**src/rtl/kwm_pkg.sv**
```systemverilog
package kwm_pkg;

  localparam int LISTS    = 8;
  localparam int CAPACITY = 64;

  localparam int IN_LIST_W = 3;
  localparam int VAL_W     = 32;
  localparam int LIDX_W    = (LISTS > 1) ? $clog2(LISTS) : 1;
  localparam int ADDR_W    = $clog2(CAPACITY);
  localparam int CNT_W     = $clog2(CAPACITY + 1);
  localparam int LVLS      = LIDX_W;
  localparam int LP        = 1 << LVLS;

  localparam int QDEPTH = 4;
  localparam int QAW    = $clog2(QDEPTH);
  localparam int QCW    = $clog2(QDEPTH + 1);

  typedef struct packed {
    logic                     store;
    logic                     last;
    logic                     ovf;
    logic [LIDX_W-1:0]        lidx;
    logic signed [VAL_W-1:0]  val;
  } cmd_t;

  typedef struct packed {
    logic signed [VAL_W-1:0]  merged_value;
    logic [IN_LIST_W-1:0]     source_list;
    logic                     final_res;
    logic                     empty_res;
    logic                     overflow;
  } res_t;

  typedef enum logic [3:0] {
    ST_LOAD  = 4'b0001,
    ST_PICK  = 4'b0010,
    ST_ADV   = 4'b0100,
    ST_EMPTY = 4'b1000
  } state_e;

endpackage

```
**src/rtl/kwm_front.sv**
```systemverilog
module kwm_front (
  input  logic                          clk_i,
  input  logic                          rst_ni,
  input  logic                          push_i,
  output logic                          full_o,
  input  logic [kwm_pkg::IN_LIST_W-1:0] list_index_i,
  input  logic signed [kwm_pkg::VAL_W-1:0] value_i,
  input  logic                          has_value_i,
  input  logic                          last_i,
  input  logic                          q_full_i,
  output logic                          q_push_o,
  output kwm_pkg::cmd_t                 q_data_o
);
  import kwm_pkg::*;

  logic [CNT_W-1:0] cnt_q, cnt_d;
  logic             ovf_q, ovf_d;
  logic             accept, in_range, room, store, drop;

  assign full_o   = q_full_i;
  assign accept   = push_i && !q_full_i;
  assign in_range = int'(list_index_i) < LISTS;
  assign room     = cnt_q < CNT_W'(CAPACITY);
  assign store    = accept && has_value_i && in_range && room;
  assign drop     = accept && has_value_i && in_range && !room;

  // forward only items that change something
  assign q_push_o       = store || (accept && last_i);
  assign q_data_o.store = store;
  assign q_data_o.last  = last_i;
  assign q_data_o.ovf   = ovf_q | drop;
  assign q_data_o.lidx  = LIDX_W'(list_index_i);
  assign q_data_o.val   = value_i;

  always_comb begin
    cnt_d = cnt_q;
    ovf_d = ovf_q;
    if (accept && last_i) begin
      cnt_d = '0;
      ovf_d = 1'b0;
    end else begin
      if (store) cnt_d = cnt_q + CNT_W'(1);
      if (drop) ovf_d = 1'b1;
    end
  end

  always_ff @(posedge clk_i or negedge rst_ni) begin
    if (!rst_ni) begin
      cnt_q <= '0;
      ovf_q <= 1'b0;
    end else begin
      cnt_q <= cnt_d;
      ovf_q <= ovf_d;
    end
  end

endmodule

```
**src/rtl/kwm_cmd_queue.sv**
```systemverilog
module kwm_cmd_queue (
  input  logic          clk_i,
  input  logic          rst_ni,
  input  logic          push_i,
  input  kwm_pkg::cmd_t wdata_i,
  output logic          full_o,
  input  logic          pop_i,
  output logic          valid_o,
  output kwm_pkg::cmd_t rdata_o
);
  import kwm_pkg::*;

  cmd_t             mem_q [QDEPTH];
  logic [QAW-1:0]   wr_q, rd_q;
  logic [QCW-1:0]   cnt_q;
  logic             do_push, do_pop;

  assign full_o  = cnt_q == QCW'(QDEPTH);
  assign valid_o = cnt_q != '0;
  assign rdata_o = mem_q[rd_q];
  assign do_push = push_i && !full_o;
  assign do_pop  = pop_i && valid_o;

  always_ff @(posedge clk_i) begin
    if (do_push) mem_q[wr_q] <= wdata_i;
  end

  always_ff @(posedge clk_i or negedge rst_ni) begin
    if (!rst_ni) begin
      wr_q  <= '0;
      rd_q  <= '0;
      cnt_q <= '0;
    end else begin
      if (do_push) wr_q <= wr_q + QAW'(1);
      if (do_pop) rd_q <= rd_q + QAW'(1);
      cnt_q <= cnt_q + QCW'(do_push) - QCW'(do_pop);
    end
  end

endmodule

```
**src/rtl/kwm_back.sv**
```systemverilog
module kwm_back (
  input  logic                  clk_i,
  input  logic                  rst_ni,
  input  logic                  cmd_valid_i,
  input  kwm_pkg::cmd_t         cmd_i,
  output logic                  cmd_pop_o,
  output logic                  empty_o,
  input  logic                  pop_i,
  output kwm_pkg::res_t         res_o
);
  import kwm_pkg::*;

  typedef struct packed {
    logic                    valid;
    logic                    more;
    logic signed [VAL_W-1:0] val;
    logic [LIDX_W-1:0]       idx;
  } node_t;

  typedef struct packed {
    logic [ADDR_W-1:0]       ptr;
    logic signed [VAL_W-1:0] val;
  } link_t;

  // per list: element count, current head value and address, tail address
  logic [CNT_W-1:0]        lcnt_q   [LISTS];
  logic signed [VAL_W-1:0] hval_q   [LISTS];
  logic [ADDR_W-1:0]       hptr_q   [LISTS];
  logic [ADDR_W-1:0]       tail_q   [LISTS];

  // entry a holds address and value of the element after a in its list
  link_t                   link_mem [CAPACITY];
  link_t                   rd_q;

  state_e                  state_q, state_d;
  logic [CNT_W-1:0]        total_q, total_d;
  logic                    ovf_q, ovf_d;
  logic [LIDX_W-1:0]       win_q;

  node_t                   tree [1:2*LP-1];
  node_t                   best;

  res_t                    ob_q [2];
  logic                    ob_wr_q, ob_rd_q;
  logic [1:0]              ob_cnt_q;
  logic                    room, emit, ob_pop;
  res_t                    emit_res;

  logic                    do_store, go_merge, pick_fire, issue_rd;

  // min tree over the list heads; the higher list wins a tie
  always_comb begin
    for (int i = 0; i < LP; i++) begin
      if (i < LISTS) begin
        tree[LP+i].valid = lcnt_q[i] != '0;
        tree[LP+i].more  = lcnt_q[i] > CNT_W'(1);
        tree[LP+i].val   = hval_q[i];
      end else begin
        tree[LP+i].valid = 1'b0;
        tree[LP+i].more  = 1'b0;
        tree[LP+i].val   = '0;
      end
      tree[LP+i].idx = LIDX_W'(i);
    end
    for (int n = LP - 1; n >= 1; n--) begin
      if (tree[2*n+1].valid &&
          (!tree[2*n].valid || tree[2*n+1].val <= tree[2*n].val)) begin
        tree[n] = tree[2*n+1];
      end else begin
        tree[n] = tree[2*n];
      end
    end
    best = tree[1];
  end

  assign room     = ob_cnt_q != 2'd2;
  assign ob_pop   = pop_i && (ob_cnt_q != 2'd0);
  assign empty_o  = ob_cnt_q == 2'd0;
  assign res_o    = ob_q[ob_rd_q];

  assign cmd_pop_o = (state_q == ST_LOAD) && cmd_valid_i;
  assign do_store  = cmd_pop_o && cmd_i.store;
  assign go_merge  = cmd_pop_o && cmd_i.last;
  assign pick_fire = (state_q == ST_PICK) && room;
  assign issue_rd  = pick_fire && best.more;

  always_comb begin
    emit                  = 1'b0;
    emit_res.merged_value = best.val;
    emit_res.source_list  = IN_LIST_W'(best.idx);
    emit_res.final_res    = total_q == CNT_W'(1);
    emit_res.empty_res    = 1'b0;
    emit_res.overflow     = ovf_q;
    state_d               = state_q;
    total_d               = total_q;
    ovf_d                 = ovf_q;
    case (state_q)
      ST_LOAD: begin
        if (do_store) total_d = total_q + CNT_W'(1);
        if (go_merge) begin
          ovf_d   = cmd_i.ovf;
          state_d = (total_d == '0) ? ST_EMPTY : ST_PICK;
        end
      end
      ST_PICK: begin
        if (pick_fire) begin
          emit    = 1'b1;
          total_d = total_q - CNT_W'(1);
          if (best.more) begin
            state_d = ST_ADV;
          end else if (total_q == CNT_W'(1)) begin
            state_d = ST_LOAD;
            ovf_d   = 1'b0;
          end
        end
      end
      ST_ADV: begin
        state_d = ST_PICK;
      end
      ST_EMPTY: begin
        emit_res.merged_value = '0;
        emit_res.source_list  = '0;
        emit_res.final_res    = 1'b1;
        emit_res.empty_res    = 1'b1;
        if (room) begin
          emit    = 1'b1;
          state_d = ST_LOAD;
          ovf_d   = 1'b0;
        end
      end
      default: begin
        state_d = ST_LOAD;
      end
    endcase
  end

  always_ff @(posedge clk_i or negedge rst_ni) begin
    if (!rst_ni) begin
      state_q  <= ST_LOAD;
      total_q  <= '0;
      ovf_q    <= 1'b0;
      ob_wr_q  <= 1'b0;
      ob_rd_q  <= 1'b0;
      ob_cnt_q <= 2'd0;
      for (int i = 0; i < LISTS; i++) lcnt_q[i] <= '0;
    end else begin
      state_q  <= state_d;
      total_q  <= total_d;
      ovf_q    <= ovf_d;
      if (emit) ob_wr_q <= ~ob_wr_q;
      if (ob_pop) ob_rd_q <= ~ob_rd_q;
      ob_cnt_q <= ob_cnt_q + 2'(emit) - 2'(ob_pop);
      if (do_store) lcnt_q[cmd_i.lidx] <= lcnt_q[cmd_i.lidx] + CNT_W'(1);
      if (pick_fire) lcnt_q[best.idx] <= lcnt_q[best.idx] - CNT_W'(1);
    end
  end

  // heads, tails and result words
  always_ff @(posedge clk_i) begin
    if (emit) ob_q[ob_wr_q] <= emit_res;
    if (do_store) begin
      tail_q[cmd_i.lidx] <= total_q[ADDR_W-1:0];
      if (lcnt_q[cmd_i.lidx] == '0) begin
        hval_q[cmd_i.lidx] <= cmd_i.val;
        hptr_q[cmd_i.lidx] <= total_q[ADDR_W-1:0];
      end
    end
    if (issue_rd) win_q <= best.idx;
    if (state_q == ST_ADV) begin
      hval_q[win_q] <= rd_q.val;
      hptr_q[win_q] <= rd_q.ptr;
    end
  end

  // link memory: append at the list's tail, follow from its head
  always_ff @(posedge clk_i) begin
    if (do_store && (lcnt_q[cmd_i.lidx] != '0)) begin
      link_mem[tail_q[cmd_i.lidx]] <= '{ptr: total_q[ADDR_W-1:0], val: cmd_i.val};
    end
    if (issue_rd) rd_q <= link_mem[hptr_q[best.idx]];
  end

endmodule

```
**src/rtl/k_way_sorted_merge_unit.sv**
```systemverilog
// Loading: one word per cycle while full is low; the command queue is four deep.
// Merge starts once the last word has left the command queue: one result per
// cycle while the output buffer has room and the winner's list runs dry, an
// advance state in between when its next element comes from the link memory.
// An empty data set gives its single result once the output buffer has room.
// Reset clears all control state; stored elements need no clearing.
module k_way_sorted_merge_unit (
  input  logic                                clk_i,
  input  logic                                rst_ni,
  input  logic                                push,
  output logic                                full,
  input  logic [kwm_pkg::IN_LIST_W-1:0]       list_index_i,
  input  logic signed [kwm_pkg::VAL_W-1:0]    value_i,
  input  logic                                has_value_i,
  input  logic                                last_i,
  output logic                                empty,
  input  logic                                pop,
  output logic signed [kwm_pkg::VAL_W-1:0]    merged_value_o,
  output logic [kwm_pkg::IN_LIST_W-1:0]       source_list_o,
  output logic                                final_res_o,
  output logic                                empty_res_o,
  output logic                                overflow_o
);
  import kwm_pkg::*;

  logic q_full, q_push, q_valid, q_pop;
  cmd_t q_wdata, q_rdata;
  res_t res;

  kwm_front u_front (
    .clk_i        (clk_i),
    .rst_ni       (rst_ni),
    .push_i       (push),
    .full_o       (full),
    .list_index_i (list_index_i),
    .value_i      (value_i),
    .has_value_i  (has_value_i),
    .last_i       (last_i),
    .q_full_i     (q_full),
    .q_push_o     (q_push),
    .q_data_o     (q_wdata)
  );

  kwm_cmd_queue u_queue (
    .clk_i   (clk_i),
    .rst_ni  (rst_ni),
    .push_i  (q_push),
    .wdata_i (q_wdata),
    .full_o  (q_full),
    .pop_i   (q_pop),
    .valid_o (q_valid),
    .rdata_o (q_rdata)
  );

  kwm_back u_back (
    .clk_i       (clk_i),
    .rst_ni      (rst_ni),
    .cmd_valid_i (q_valid),
    .cmd_i       (q_rdata),
    .cmd_pop_o   (q_pop),
    .empty_o     (empty),
    .pop_i       (pop),
    .res_o       (res)
  );

  assign merged_value_o = res.merged_value;
  assign source_list_o  = res.source_list;
  assign final_res_o    = res.final_res;
  assign empty_res_o    = res.empty_res;
  assign overflow_o     = res.overflow;

endmodule
```
**config.mk**
```make
export PLATFORM = sky130hd
export DESIGN_NAME = k_way_sorted_merge_unit
export DESIGN_NICKNAME = d
export VERILOG_FILES = /design/src/rtl/kwm_pkg.sv /design/src/rtl/kwm_front.sv /design/src/rtl/kwm_cmd_queue.sv /design/src/rtl/kwm_back.sv /design/src/rtl/k_way_sorted_merge_unit.sv
export SDC_FILE = /design/constraint.sdc
export NUM_CORES = 2
export LEC_CHECK = 0
export BUFFER_PORTS_ARGS = -buffer_cell sky130_fd_sc_hd__buf_4
export CORE_MARGIN = 4
export CORE_UTILIZATION = 45
export DETAILED_ROUTE_END_ITERATION = 6
export PLACE_DENSITY = 0.57
export REMOVE_ABC_BUFFERS = 1
export SYNTH_ARGS = -nofsm -noshare
export SYNTH_HDL_FRONTEND = slang
export SYNTH_SLANG_ARGS = --single-unit
```
**constraint.sdc**
```tcl
create_clock -name clk_i -period 27.9 [get_ports clk_i]
set_input_delay 1.395 -clock clk_i [delete_from_list [all_inputs] [get_ports clk_i]]
set_output_delay 1.395 -clock clk_i [all_outputs]
set_load 0.02 [all_outputs]
```
==> results.yml <==
clocking:
  cts_buffer_depth: 4
  cts_root_buf: "clkbuf_16"
  post_cts_buffers: 0
  cts-resized-gates: 0
  clock_sinks: 3140
  ctsHoldBuffers: 0
  cts_tree: "done"
  cts_htree_levels: 5
  worstSkewPairLatency_ns: 0.89
  path_clk_slew_ns: 0.06
  cts_inserted_buffers: 334
synthesis:
  postSynthAreaPerCell_um2: 14.0
  synthFlopType: "edfxtp_1"
  synth.cell_area_mm2: 0.131
  yosysSeqAreaShare_pct: 71.4
  yosys.area.top_type_share_pct: 69.8
  synth.distinct_cells: 85
  synth-async-reset-ratio_pct: 2.77
  synth-seq-cells: 3140
  yosysTopAreaCell: "edfxtp_1"
  syn_inst: 9361
  yosys_warnings: 0
  synth_area_leaders: "edfxtp_1 70%, nand2_1 5.2%, mux2i_1 2.9%"
  synth_edf_count: 3053
floorplan:
  die_area_mm2: 0.301
  die_h_um: 548
  io_pins: 81
  core_mm2: 0.291
  start_util_pct: 45.2
  rows: 198
  chipWidth_um: 548
timing:
  hold_viol: 0
  rsz0062_at_grt: "false"
  timing.hold.ws_ns: 0.473
  worst_pin_slew_ns: 1.37
  min_period_over_period_pct: 53.0
  fin_worst_skew_ns: 0.0837
  relSlewSlack_pct: 8.47
  setup_tns_ns: 0
  max_freq_ghz: 0.0676
  period_needed_ns: 14.80
  slew_viol_final: 0
  setup_viol: 0
setup_path:
  path_common_cell: "buf_4"
  cp-end-kind: "flip-flop"
  slowest_stage: "nor4_1"
  crit_path_max_incr_delay_ns: 0.99
  arrival_ns: 15.54
  critPathLaunchType: "flip-flop"
  timing.rr.start: "u_back.hval_q[1][14]$_DFFE_PP_"
  regToRegSetupSlack_ns: 13.10
  reg2reg_depth: 38
  path_class: "flip-flop to flip-flop"
  crit_required_ns: 28.64
  crit_fanout: 175
  reg2reg_to: "u_back.rd_q[0]$_DFFE_PP_"
placement:
  dpl-instance-area_mm2: 0.137
  place_inst: 13000
  routabilityCongestion: 0.879
  port_buffers: 80
  post-dp-hpwl_um: 220000
route:
  final_antenna_net_count: 0
  via_per_inst: 6.05
  routedWlPerCell_um: 29.7
  first_iter_violations: 9897
  first_pass_iters: 7
  drc: 2
  num_vias: 82400
  routed_wl_um: 404000
global_route:
  grt_max_degree: 176
  grt_usage_pct: 26.2
  grt_pass1_wl_um: 573000
  antenna_found_initial: 14
  grt_pass1_vias: 78900
  grt_overflow: 0
worst_hold_path:
  holdCritPathClass: "primary input to asynchronous set/reset pin"
finish:
  fin_nets: 9729
  syn_to_final_growth_pct: 12.3
  final_cells: 13600
  fillers: 24500
  layout-drive-gt1-share_pct: 10.6
  fin_area_mm2: 0.148
status:
  status: "finished, violations left"
  violations: "design-rule violations"
run:
  drv_cap: 0
==> synthesized netlist by cell type (all sizes together) (5+ instances only) <==
cell type,instances
a2111oi,5
a211oi,350
a21o,27
a21oi,226
a221oi,90
a22o,6
a22oi,40
a311oi,149
a31oi,231
a32oi,114
a41oi,31
and2,316
and3,47
buf,194
clkbuf,363
dfrtp,86
edfxtp,3053
ha,239
inv,189
mux2,91
mux2i,384
mux4,54
nand2,1822
nand2b,13
nand3,356
nand3b,19
nand4,106
nor2,250
nor2b,29
nor3,23
nor3b,5
nor4,26
o2111ai,37
o211ai,53
o21a,40
o21ai,140
o22ai,17
o31a,41
or3,9
or4,7
xnor2,13
xor2,19
==> worst max-delay path by stage <==
stage | from | to | cells after the start
final | u_back.hval_q[1][14]$_DFFE_PP_ | u_back.rd_q[0]$_DFFE_PP_ | 38
after global routing | u_back.hval_q[0][11]$_DFFE_PP_ | u_back.rd_q[0]$_DFFE_PP_ | 40
after CTS | u_back.hval_q[1][14]$_DFFE_PP_ | u_back.rd_q[19]$_DFFE_PP_ | 38
after detailed placement | u_back.hval_q[1][14]$_DFFE_PP_ | u_back.rd_q[19]$_DFFE_PP_ | 38
after global placement | u_back.hval_q[6][14]$_DFFE_PP_ | u_back.rd_q[19]$_DFFE_PP_ | 40
after floorplan | u_back.lcnt_q[55]$_DFF_PN0_ | u_back.rd_q[36]$_DFFE_PP_ | 30
==> registers in the layout, indices dropped and copies added (netlist names), 38 cells and up <==
signal / flops
u_queue.mem_q: 152
u_back.link_mem: 2432
u_back.hptr_q: 48
u_back.tail_q: 48
u_back.ob_q: 76
u_back.hval_q: 256
u_back.rd_q: 38
u_back.lcnt_q: 56
==> stage by stage <==
stage | util (%) | setup WS, ns
4_1_cts | 50.7 | 13.24
3_3_place_gp | 47.1 | 12.96
3_5_place_dp | 47.1 | 13.26
2_1_floorplan | - | -81.28
5_1_grt | 50.7 | 12.49
6_report | 50.7 | 13.10
==> cells in the final DEF (no fill, tap or decap), drive strengths merged, types with 23 or more instances in the layout <==
cell,instances
a41oi,31
and3,47
a31oi,231
o21ai,140
clkbuf,413
a211oi,350
nand2,1822
inv,197
nand4,106
a22oi,40
a21oi,226
ha,239
dfrtp,86
nor2,250
o211ai,53
and2,316
nor2b,29
o2111ai,37
o21a,40
a221oi,90
a21o,27
mux4,54
mux2,91
bufinv,28
clkinv,137
nand3,356
edfxtp,3053
o31a,41
nor4,26
mux2i,384
nor3,23
a311oi,149
buf,307
a32oi,114
==> critical path, delay by kind of cell (launching register included) <==
family | cells | cell delay [ns]
buf+inv | 7 | 3.97
flops | 1 | 0.39
simple gates | 9 | 2.40
mux | 1 | 0.46
fa+ha+maj | 3 | 0.98
compound gates | 18 | 5.82
==> cell type report <==
cell class                      instances  area (um^2)  area share, %
Clock buffer                          413         8830           5.98
Inverter                              193          729          0.494
Antenna cell                           10         25.0         0.0170
Clock inverter                        177         1640           1.11
Sequential cell                      3140        93900           63.6
Multi-Input combinational cell       5471        35200           23.9
Timing Repair Buffer                  308         2410           1.64
Tap cell                             3900         4880           3.31
==> metal layers <==
metal	routed length, um	GRT usage [%]
met5	0	0
met4	16400	9.55
met3	31100	3.59
met2	190000	42.1
met1	167000	36.5
==> logic make-up after synthesis <==
logic type               Yosys count  share of synthesized area [%]
buffers and inverters            750                           2.28
AO/OA/AOI/OAI                   1625                           8.85
multiplexers                     529                           4.66
adder cells (fa/ha/maj)          240                           2.29
flip-flops                      3140                           71.4
XOR/XNOR                          32                          0.213
AND/OR/NAND/NOR                 3045                           10.3
Power is not shown: default switching activity piles up to over one toggle a cycle in this logic, so the estimate is an artifact.
